$ cat src/design/hep_pkg.sv
// ----------------------------------------------------------------------------
// hep_pkg : shared definitions for the host extent parser
// Field widths, character codes, status codes and the character class type.
// ----------------------------------------------------------------------------
package hep_pkg;

   // field widths
   localparam int CHAR_W     = 8;
   localparam int STATUS_W   = 2;
   localparam int OFS_W      = 12;
   localparam int REQ_DATA_W = 8;
   localparam int RSP_FLD_W  = STATUS_W + 3 * OFS_W;
   localparam int RSP_DATA_W = ((RSP_FLD_W + 7) / 8) * 8;

   // default longest string length
   localparam int MAX_LEN_DEF = 4096;

   // character codes
   localparam logic [CHAR_W-1:0] CH_NUL     = 8'h00;
   localparam logic [CHAR_W-1:0] CH_DASH    = 8'h2D;
   localparam logic [CHAR_W-1:0] CH_DOT     = 8'h2E;
   localparam logic [CHAR_W-1:0] CH_STAR    = 8'h2A;
   localparam logic [CHAR_W-1:0] CH_COLON   = 8'h3A;
   localparam logic [CHAR_W-1:0] CH_LBRACK  = 8'h5B;
   localparam logic [CHAR_W-1:0] CH_RBRACK  = 8'h5D;
   localparam logic [CHAR_W-1:0] CH_DIGIT_0 = 8'h30;
   localparam logic [CHAR_W-1:0] CH_DIGIT_9 = 8'h39;
   localparam logic [CHAR_W-1:0] CH_UPPER_A = 8'h41;
   localparam logic [CHAR_W-1:0] CH_UPPER_F = 8'h46;
   localparam logic [CHAR_W-1:0] CH_UPPER_Z = 8'h5A;
   localparam logic [CHAR_W-1:0] CH_LOWER_A = 8'h61;
   localparam logic [CHAR_W-1:0] CH_LOWER_F = 8'h66;
   localparam logic [CHAR_W-1:0] CH_LOWER_Z = 8'h7A;

   // result status codes
   typedef enum logic [STATUS_W-1:0] {
      STATUS_NONE     = 2'd0,
      STATUS_FOUND    = 2'd1,
      STATUS_TOO_LONG = 2'd2
   } status_type;

   // classification of one byte
   typedef struct packed {
      logic is_zero;
      logic is_host;
      logic is_hex;
      logic is_colon;
      logic is_lbrack;
      logic is_rbrack;
   } char_class_type;

endpackage

$ cat src/design/hep_classify.sv
// ----------------------------------------------------------------------------
// hep_classify : byte classifier
// Sorts one byte into the character classes used by the parser.
// ----------------------------------------------------------------------------
module hep_classify (
   input  logic [hep_pkg::CHAR_W-1:0] char_code,
   output hep_pkg::char_class_type    char_class
);
   import hep_pkg::*;

   logic is_digit;
   logic is_upper;
   logic is_lower;
   logic is_hex_alpha;

   // range checks
   assign is_digit     = (char_code >= CH_DIGIT_0) && (char_code <= CH_DIGIT_9);
   assign is_upper     = (char_code >= CH_UPPER_A) && (char_code <= CH_UPPER_Z);
   assign is_lower     = (char_code >= CH_LOWER_A) && (char_code <= CH_LOWER_Z);
   assign is_hex_alpha = ((char_code >= CH_UPPER_A) && (char_code <= CH_UPPER_F)) ||
                         ((char_code >= CH_LOWER_A) && (char_code <= CH_LOWER_F));

   // class flags
   always_comb begin
      char_class.is_zero   = (char_code == CH_NUL);
      char_class.is_host   = is_digit || is_upper || is_lower || (char_code == CH_DASH) ||
                             (char_code == CH_DOT) || (char_code == CH_STAR);
      char_class.is_hex    = is_digit || is_hex_alpha;
      char_class.is_colon  = (char_code == CH_COLON);
      char_class.is_lbrack = (char_code == CH_LBRACK);
      char_class.is_rbrack = (char_code == CH_RBRACK);
   end

endmodule

$ cat src/design/hep_core.sv
// ----------------------------------------------------------------------------
// hep_core : parser state and result register
// Advances the scan state by one classified byte per step and loads the
// result register on the terminating byte.
// ----------------------------------------------------------------------------
module hep_core #(
   parameter int MAX_LEN = hep_pkg::MAX_LEN_DEF
) (
   input  logic                        clock,
   input  logic                        reset,
   input  logic                        step,
   input  hep_pkg::char_class_type     char_class,
   input  logic                        rsp_tready,
   output logic                        rsp_valid,
   output hep_pkg::status_type         rsp_status,
   output logic [hep_pkg::OFS_W-1:0]   rsp_host_start,
   output logic [hep_pkg::OFS_W-1:0]   rsp_host_end,
   output logic [hep_pkg::OFS_W-1:0]   rsp_stop_offset
);
   import hep_pkg::*;

   localparam int PosW = $clog2(MAX_LEN);
   localparam logic [PosW-1:0] LastPos = PosW'(MAX_LEN - 1);
   localparam logic [PosW-1:0] PosOne  = PosW'(1);
   localparam logic [PosW-1:0] PosZero = '0;

   typedef enum logic [2:0] {
      MODE_START,
      MODE_HOST,
      MODE_IPV6,
      MODE_LEAD_COLON,
      MODE_BR_OPEN,
      MODE_BR_BODY,
      MODE_OK,
      MODE_FAIL
   } mode_type;

   mode_type          mode_ff, mode_in;
   logic [PosW-1:0]   pos_ff, pos_in;
   logic [PosW-1:0]   colon_pos_ff, colon_pos_in;
   logic              colon_seen_ff, colon_seen_in;
   logic [PosW-1:0]   found_end_ff, found_end_in;
   logic [PosW-1:0]   found_stop_ff, found_stop_in;
   logic              overflow_ff, overflow_in;

   logic              rsp_valid_ff, rsp_valid_in;
   status_type        rsp_status_ff, rsp_status_in;
   logic [OFS_W-1:0]  rsp_start_ff, rsp_start_in;
   logic [OFS_W-1:0]  rsp_end_ff, rsp_end_in;
   logic [OFS_W-1:0]  rsp_stop_ff, rsp_stop_in;

   logic [PosW-1:0]        res_start;
   logic [PosW-1:0]        res_end;
   logic [PosW-1:0]        res_stop;
   logic [PosW+OFS_W-1:0]  start_wide;
   logic [PosW+OFS_W-1:0]  end_wide;
   logic [PosW+OFS_W-1:0]  stop_wide;
   logic [PosW-1:0]        host_end_pos;

   // host end while in a hostname run: the colon if one was seen
   assign host_end_pos = colon_seen_ff ? colon_pos_ff : pos_ff;

   // result values for a terminating byte
   always_comb begin
      rsp_status_in = STATUS_NONE;
      res_start     = PosZero;
      res_end       = PosZero;
      res_stop      = PosZero;
      if (overflow_ff) begin
         rsp_status_in = STATUS_TOO_LONG;
      end else begin
         case (mode_ff)
            MODE_HOST: begin
               rsp_status_in = STATUS_FOUND;
               res_end       = host_end_pos;
               res_stop      = host_end_pos;
            end
            MODE_IPV6: begin
               rsp_status_in = STATUS_FOUND;
               res_end       = pos_ff;
               res_stop      = pos_ff;
            end
            MODE_OK: begin
               rsp_status_in = STATUS_FOUND;
               res_end       = found_end_ff;
               res_stop      = found_stop_ff;
               res_start     = found_stop_ff - found_end_ff;
            end
            default: begin
               rsp_status_in = STATUS_NONE;
            end
         endcase
      end
      start_wide   = {{OFS_W{1'b0}}, res_start};
      end_wide     = {{OFS_W{1'b0}}, res_end};
      stop_wide    = {{OFS_W{1'b0}}, res_stop};
      rsp_start_in = start_wide[OFS_W-1:0];
      rsp_end_in   = end_wide[OFS_W-1:0];
      rsp_stop_in  = stop_wide[OFS_W-1:0];
   end

   // next scan state
   always_comb begin
      mode_in       = mode_ff;
      pos_in        = pos_ff;
      colon_pos_in  = colon_pos_ff;
      colon_seen_in = colon_seen_ff;
      found_end_in  = found_end_ff;
      found_stop_in = found_stop_ff;
      overflow_in   = overflow_ff;
      rsp_valid_in  = rsp_valid_ff && !rsp_tready;
      if (step) begin
         if (char_class.is_zero) begin
            // result out, state back to start
            rsp_valid_in  = 1'b1;
            mode_in       = MODE_START;
            pos_in        = PosZero;
            colon_pos_in  = PosZero;
            colon_seen_in = 1'b0;
            found_end_in  = PosZero;
            found_stop_in = PosZero;
            overflow_in   = 1'b0;
         end else if (!overflow_ff) begin
            if (pos_ff >= LastPos) begin
               overflow_in = 1'b1;
            end else begin
               pos_in = pos_ff + PosOne;
               case (mode_ff)
                  MODE_START: begin
                     if (char_class.is_host) begin
                        mode_in = MODE_HOST;
                     end else if (char_class.is_colon) begin
                        mode_in = MODE_LEAD_COLON;
                     end else if (char_class.is_lbrack) begin
                        mode_in = MODE_BR_OPEN;
                     end else begin
                        mode_in       = MODE_FAIL;
                        found_end_in  = PosZero;
                        found_stop_in = PosZero;
                     end
                  end
                  MODE_HOST: begin
                     if (char_class.is_host) begin
                        mode_in = MODE_HOST;
                     end else if (char_class.is_colon) begin
                        if (colon_seen_ff) begin
                           mode_in = MODE_IPV6;
                        end else begin
                           colon_seen_in = 1'b1;
                           colon_pos_in  = pos_ff;
                        end
                     end else begin
                        mode_in       = MODE_OK;
                        found_end_in  = host_end_pos;
                        found_stop_in = host_end_pos;
                     end
                  end
                  MODE_IPV6: begin
                     if (!(char_class.is_hex || char_class.is_colon)) begin
                        mode_in       = MODE_OK;
                        found_end_in  = pos_ff;
                        found_stop_in = pos_ff;
                     end
                  end
                  MODE_LEAD_COLON: begin
                     if (char_class.is_colon) begin
                        mode_in = MODE_IPV6;
                     end else begin
                        mode_in       = MODE_FAIL;
                        found_end_in  = PosZero;
                        found_stop_in = PosZero;
                     end
                  end
                  MODE_BR_OPEN: begin
                     if (char_class.is_rbrack) begin
                        mode_in       = MODE_FAIL;
                        found_end_in  = PosZero;
                        found_stop_in = PosZero;
                     end else begin
                        mode_in = MODE_BR_BODY;
                     end
                  end
                  MODE_BR_BODY: begin
                     if (char_class.is_rbrack) begin
                        mode_in       = MODE_OK;
                        found_end_in  = pos_ff;
                        found_stop_in = pos_ff + PosOne;
                     end
                  end
                  default: begin
                     mode_in = mode_ff;
                  end
               endcase
            end
         end
      end
   end

   // state and result registers
   always_ff @(posedge clock) begin
      if (reset) begin
         mode_ff       <= MODE_START;
         pos_ff        <= PosZero;
         colon_pos_ff  <= PosZero;
         colon_seen_ff <= 1'b0;
         found_end_ff  <= PosZero;
         found_stop_ff <= PosZero;
         overflow_ff   <= 1'b0;
         rsp_valid_ff  <= 1'b0;
      end else begin
         mode_ff       <= mode_in;
         pos_ff        <= pos_in;
         colon_pos_ff  <= colon_pos_in;
         colon_seen_ff <= colon_seen_in;
         found_end_ff  <= found_end_in;
         found_stop_ff <= found_stop_in;
         overflow_ff   <= overflow_in;
         rsp_valid_ff  <= rsp_valid_in;
      end
      // result payload loads with each terminating byte
      if (step && char_class.is_zero) begin
         rsp_status_ff <= rsp_status_in;
         rsp_start_ff  <= rsp_start_in;
         rsp_end_ff    <= rsp_end_in;
         rsp_stop_ff   <= rsp_stop_in;
      end
   end

   assign rsp_valid       = rsp_valid_ff;
   assign rsp_status      = rsp_status_ff;
   assign rsp_host_start  = rsp_start_ff;
   assign rsp_host_end    = rsp_end_ff;
   assign rsp_stop_offset = rsp_stop_ff;

endmodule

$ cat src/design/host_extent_parser.sv
// ----------------------------------------------------------------------------
// host_extent_parser : locate the host part of a host-and-port string
//
//   channel | ports     | direction | contents
//   --------+-----------+-----------+------------------------------------------
//   req     | req_t*    | in        | one string byte, zero ends the string
//   rsp     | rsp_t*    | out       | status, host start, host end, stop offset
//
// One byte per clock sustained while no terminating byte waits; each byte
// passes through the input register, and the result register loads as the
// terminating byte leaves it; the result is valid from that register.
// Only the terminating byte waits on a full result register.
// Reset clears the scan state and both valid flags; no clearing pass.
// ----------------------------------------------------------------------------
module host_extent_parser #(
   parameter int MAX_LEN = hep_pkg::MAX_LEN_DEF
) (
   input  logic                            clock,
   input  logic                            reset,
   input  logic                            req_tvalid,
   output logic                            req_tready,
   // [7:0] char_code
   input  logic [hep_pkg::REQ_DATA_W-1:0]  req_tdata,
   output logic                            rsp_tvalid,
   input  logic                            rsp_tready,
   // [1:0] status, [13:2] host_start, [25:14] host_end, [37:26] stop_offset
   output logic [hep_pkg::RSP_DATA_W-1:0]  rsp_tdata
);
   import hep_pkg::*;

   localparam int PadW = RSP_DATA_W - RSP_FLD_W;

   logic              s1_valid_ff, s1_valid_in;
   logic [CHAR_W-1:0] s1_char_ff, s1_char_in;
   logic              req_accept;
   logic              s1_fire;
   char_class_type    char_class;

   status_type        rsp_status;
   logic [OFS_W-1:0]  rsp_host_start;
   logic [OFS_W-1:0]  rsp_host_end;
   logic [OFS_W-1:0]  rsp_stop_offset;

   // input stage handshake: only a terminating byte needs room for a result
   assign s1_fire    = s1_valid_ff && (!char_class.is_zero || !rsp_tvalid || rsp_tready);
   assign req_tready = !s1_valid_ff || s1_fire;
   assign req_accept = req_tvalid && req_tready;

   always_comb begin
      s1_valid_in = s1_valid_ff;
      s1_char_in  = s1_char_ff;
      if (req_accept) begin
         s1_valid_in = 1'b1;
         s1_char_in  = req_tdata[CHAR_W-1:0];
      end else if (s1_fire) begin
         s1_valid_in = 1'b0;
      end
   end

   // input register
   always_ff @(posedge clock) begin
      if (reset) begin
         s1_valid_ff <= 1'b0;
      end else begin
         s1_valid_ff <= s1_valid_in;
      end
      s1_char_ff <= s1_char_in;
   end

   hep_classify u_classify (
      .char_code  (s1_char_ff),
      .char_class (char_class)
   );

   hep_core #(
      .MAX_LEN (MAX_LEN)
   ) u_core (
      .clock           (clock),
      .reset           (reset),
      .step            (s1_fire),
      .char_class      (char_class),
      .rsp_tready      (rsp_tready),
      .rsp_valid       (rsp_tvalid),
      .rsp_status      (rsp_status),
      .rsp_host_start  (rsp_host_start),
      .rsp_host_end    (rsp_host_end),
      .rsp_stop_offset (rsp_stop_offset)
   );

   // result packing
   assign rsp_tdata = {{PadW{1'b0}}, rsp_stop_offset, rsp_host_end, rsp_host_start,
                       rsp_status};

endmodule

$ cat config.mk
export PLATFORM = sky130hd
export DESIGN_NAME = host_extent_parser
export DESIGN_NICKNAME = d
export VERILOG_FILES = /design/src/design/hep_pkg.sv /design/src/design/hep_classify.sv /design/src/design/hep_core.sv /design/src/design/host_extent_parser.sv
export SDC_FILE = /design/constraint.sdc
export NUM_CORES = 1
export LEC_CHECK = 0
export ABC_AREA = 1
export BUFFER_PORTS_ARGS = -buffer_cell sky130_fd_sc_hd__buf_2
export CAP_MARGIN = 20
export CORE_MARGIN = 3
export CORE_UTILIZATION = 35
export CTS_CLUSTER_DIAMETER = 80
export DETAILED_ROUTE_END_ITERATION = 12
export PLACE_DENSITY = 0.5
export SETUP_SLACK_MARGIN = 0.02
export SYNTH_ARGS = -nofsm -noshare
export SYNTH_HDL_FRONTEND = slang
export SYNTH_SLANG_ARGS = --single-unit
$ cat constraint.sdc
create_clock -name clock -period 3.3 [get_ports clock]
set_input_delay 0.495 -clock clock [delete_from_list [all_inputs] [get_ports clock]]
set_output_delay 0.495 -clock clock [all_outputs]
set_load 0.1 [all_outputs]
==> key figures <==
Timing
  • Accumulated negative setup slack: 0 ps
  • Worst clock skew: 7.68 ps
  • Period Utilization, post-route: 80.7%
  • RSZ-0062 raised after global routing: false
  • Achievable Freq: 0.375 GHz
  • Final setup fails: 0
  • Number of endpoints with negative hold slack in the final report: 0
  • Final slew viol count: 0
  • Post-layout minimum cycle time: 2660 ps
  • Max transition margin: 42.5%
  • Worst-Margin Slew: 858 ps

Job
  • Number of max-capacitance violations reported: 0

Die
  • X dimension of the die: 134 um
  • Placeable core region: 0.0159 sq mm
  • Die Y: 134 um
  • Ports: 54
  • Number of placement rows: 46
  • Starting utilization of the core area: 35.9%
  • Area of the die: 0.0179 sq mm

Logic synthesis
  • Most used standard cells in the synthesized netlist: sky130_fd_sc_hd__nand2_1, sky130_fd_sc_hd__a21oi_1, sky130_fd_sc_hd__inv_1
  • Average cell area after synthesis: 7.42 sq um
  • Most used flip-flop cell after synthesis: sky130_fd_sc_hd__dfxtp_1
  • Post-synth top area cell: sky130_fd_sc_hd__edfxtp_1
  • Number of warnings issued by yosys: 0
  • Post-synthesis register bit count: 101
  • Top-area cell type share of the netlist area: 24.1%
  • Count of flip-flops with a built-in enable after synthesis: 46
  • FFs w/ async S/R, synth: 0%
  • Seq/Total Area, Yosys: 43.3%
  • Total standard cell area after synthesis: 0.00573 sq mm
  • Count of distinct cell types in the synthesized netlist: 40
  • Count leader, synth: sky130_fd_sc_hd__nand2_1
  • Post-Syn Instances: 772
  • Cells taking the most area after synthesis: sky130_fd_sc_hd__edfxtp_1, sky130_fd_sc_hd__dfxtp_1, sky130_fd_sc_hd__nand2_1

Routing
  • Number of nets still failing antenna checks after routing: 0
  • Wirelength per Cell: 14.0 um
  • DRC: 0
  • DR vias: 5105
  • Initial drt markers: 497
  • Via density per instance: 4.97
  • Total iterations of the first detailed-routing run: 5
  • Total Wirelength: 14400 um

Pwr
  • Static Leakage: 2.61 nW
  • Maximum vdd ir drop: 0.251 mV
  • Areal power density over the cells: 428 mW/mm^2

Clock network
  • CTS tree: done
  • Clk root buf: sky130_fd_sc_hd__clkbuf_16
  • Insertion delay to the later sink of the worst-skew pair: 350 ps
  • CTS sink cnt: 101
  • Count of instances resized after the clock tree is built: 0
  • Clock transition time at the flip-flop clock pins of the worst setup and hold paths: 70 ps
  • TritonCTS Buffers: 9
  • Total setup buffers inserted after CTS: 0
  • Maximum clock insertion buffer count: 2
  • Total number of H-tree levels: 3
  • CTS hold repair buffers: 0

Final layout
  • Ratio of cells with drive above 1 in the final layout: 11.0%
  • Design Area, Final: 0.00640 sq mm
  • Number of nets in the layout: 831
  • Number of filler cells placed in the layout: 1639
  • Final standard cell utilization of the core: 40.2%
  • Synth-to-layout area growth: 11.8%
  • Number of inserted diodes: 0

Critical path
  • Endpoint class of the critical path: output pin
  • Critical path peak fanout: 32
  • Endpoint arrival time on the critical path: 2170 ps
  • Setup CP Type: register to output pin
  • Critical path data required time: 2800 ps
  • Kind of start point of the critical path: register

Outcome
  • Outcome: finished, final reports clean

Global route
  • Overflow left after global routing: 0
  • Overall routing resource usage: 16.3%
  • Number of antenna violations at the first check in global routing: 0
  • Pin count of the biggest net entering global routing: 42
  • Via count of the first global-routing pass: 4617
  • Wire length of the first global-routing pass: 23800 um

Placed design
  • Weighted congestion reported at the end of routability-driven placement: 0.854
  • Final HPWL from detailed placement: 10900 um
  • Number of I/O port buffers: 51
  • Total cell area at the placement stage: 0.00611 sq mm

Worst hold path
  • Worst Hold Class: input pin to register
==> sequential cells by signal, indices dropped and copies added, names as in the netlist <==
name and count:
u_core.colon_pos_ff 12, u_core.rsp_host_end 12, u_core.colon_seen_ff 1, u_core.found_end_ff 12, u_core.mode_ff 3, u_core.rsp_status 2, u_core.pos_ff 12, u_core.rsp_stop_offset 12
u_core.found_stop_ff 12, s1_valid_ff 1, s1_char_ff 8, u_core.overflow_ff 1, u_core.rsp_valid 1, u_core.rsp_host_start 12
==> stage by stage <==
stage                     setup WS, ps  total power [mW]  hold WS, ps  instances
after floorplan                    529              1.67          406        773
after global placement             770              1.74          450       1011
after detailed placement           648              1.74          457       1011
after CTS                          624              2.77          302       1027
after global routing               384              2.88          300       1027
final                              636              2.74          311       1027
==> worst paths after layout <==
kind / startpoint / to / slack, ps / depth (start not counted)
worst max-delay path: s1_char_ff[6]$_DFFE_PP_ / req_tready / 640 / 5
worst min-delay path: req_tdata[7] / s1_char_ff[7]$_DFFE_PP_ / 310 / 1
worst max register to register: s1_char_ff[6]$_DFFE_PP_ / u_core.found_stop_ff[9]$_SDFFE_PP0P_ / 660 / 10
worst min register to register: u_core.colon_pos_ff[4]$_SDFFE_PP0P_ / u_core.colon_pos_ff[4]$_SDFFE_PP0P_ / 470 / 2
==> cell type report <==
| cell class | instances | area, sq um | share of cell area, % |
|---|---|---|---|
| multi-input combinational | 542 | 2710 | 42.3 |
| tap | 216 | 270 | 4.22 |
| sequential | 101 | 2480 | 38.8 |
| clock buffer | 10 | 239 | 3.73 |
| clock inverter | 6 | 47.5 | 0.743 |
| inverter | 96 | 360 | 5.63 |
| timing repair buffer | 56 | 293 | 4.57 |
==> logic make-up (layout without fill, tap and decap cells) <==
| group | Yosys count | after routing | share of synthesized area, % |
|---|---|---|---|
| DFF | 101 | 101 | 43.3 |
| other | 1 | 2 | 0.0655 |
| and+or+nand+nor | 354 | 354 | 27.7 |
| adders and majority gates | 13 | 13 | 2.97 |
| AOI/OAI and AO/OA | 169 | 169 | 15.9 |
| xor gates and xnor gates | 4 | 4 | 0.612 |
| buffers and inverters | 130 | 168 | 9.44 |
==> routing by layer <==
| layer | part of all wire, % | wire, um | global-route usage (%) |
|---|---|---|---|
| met1 | 49 | 6990 | 23.1 |
| met2 | 45 | 6420 | 25.3 |
| met3 | 4.8 | 697 | 3.08 |
| met4 | 2.0 | 282 | 5.31 |
| met5 | 0 | 0 | 0 |
==> critical path, cell delays in order, from the launching register on <==
cell and delay, ps:
sky130_fd_sc_hd__edfxtp_1 560, sky130_fd_sc_hd__nor2_4 200, sky130_fd_sc_hd__nand2_2 100, sky130_fd_sc_hd__nor2_8 400
sky130_fd_sc_hd__nand3_1 210, sky130_fd_sc_hd__buf_2 350
==> where the power goes <==
group	internal [mW]	switching, mW
Combinational	0.110	0.248
Clock	0.539	0.488
Sequential	1.33	0.0319
Total	1.97	0.768
==> layout by cell type (no fill, tap or decap), drive strengths merged <==
cell,instances
dfxtp,55
nand3b,2
buf,56
clkinv,5
fa,1
nand4,29
a31oi,5
clkbuf,10
a21o,1
ha,12
inv,97
o21ai,49
nor2,76
edfxtp,46
a31o,1
conb,2
xor2,3
o31ai,1
o21a,3
or2,2
nor4,1
nand2,188
nor3,11
a211oi,1
xnor2,1
o21bai,9
nand3,45
a21oi,97
a21boi,2
No activity file was read; power rests on OpenSTA's default activity.
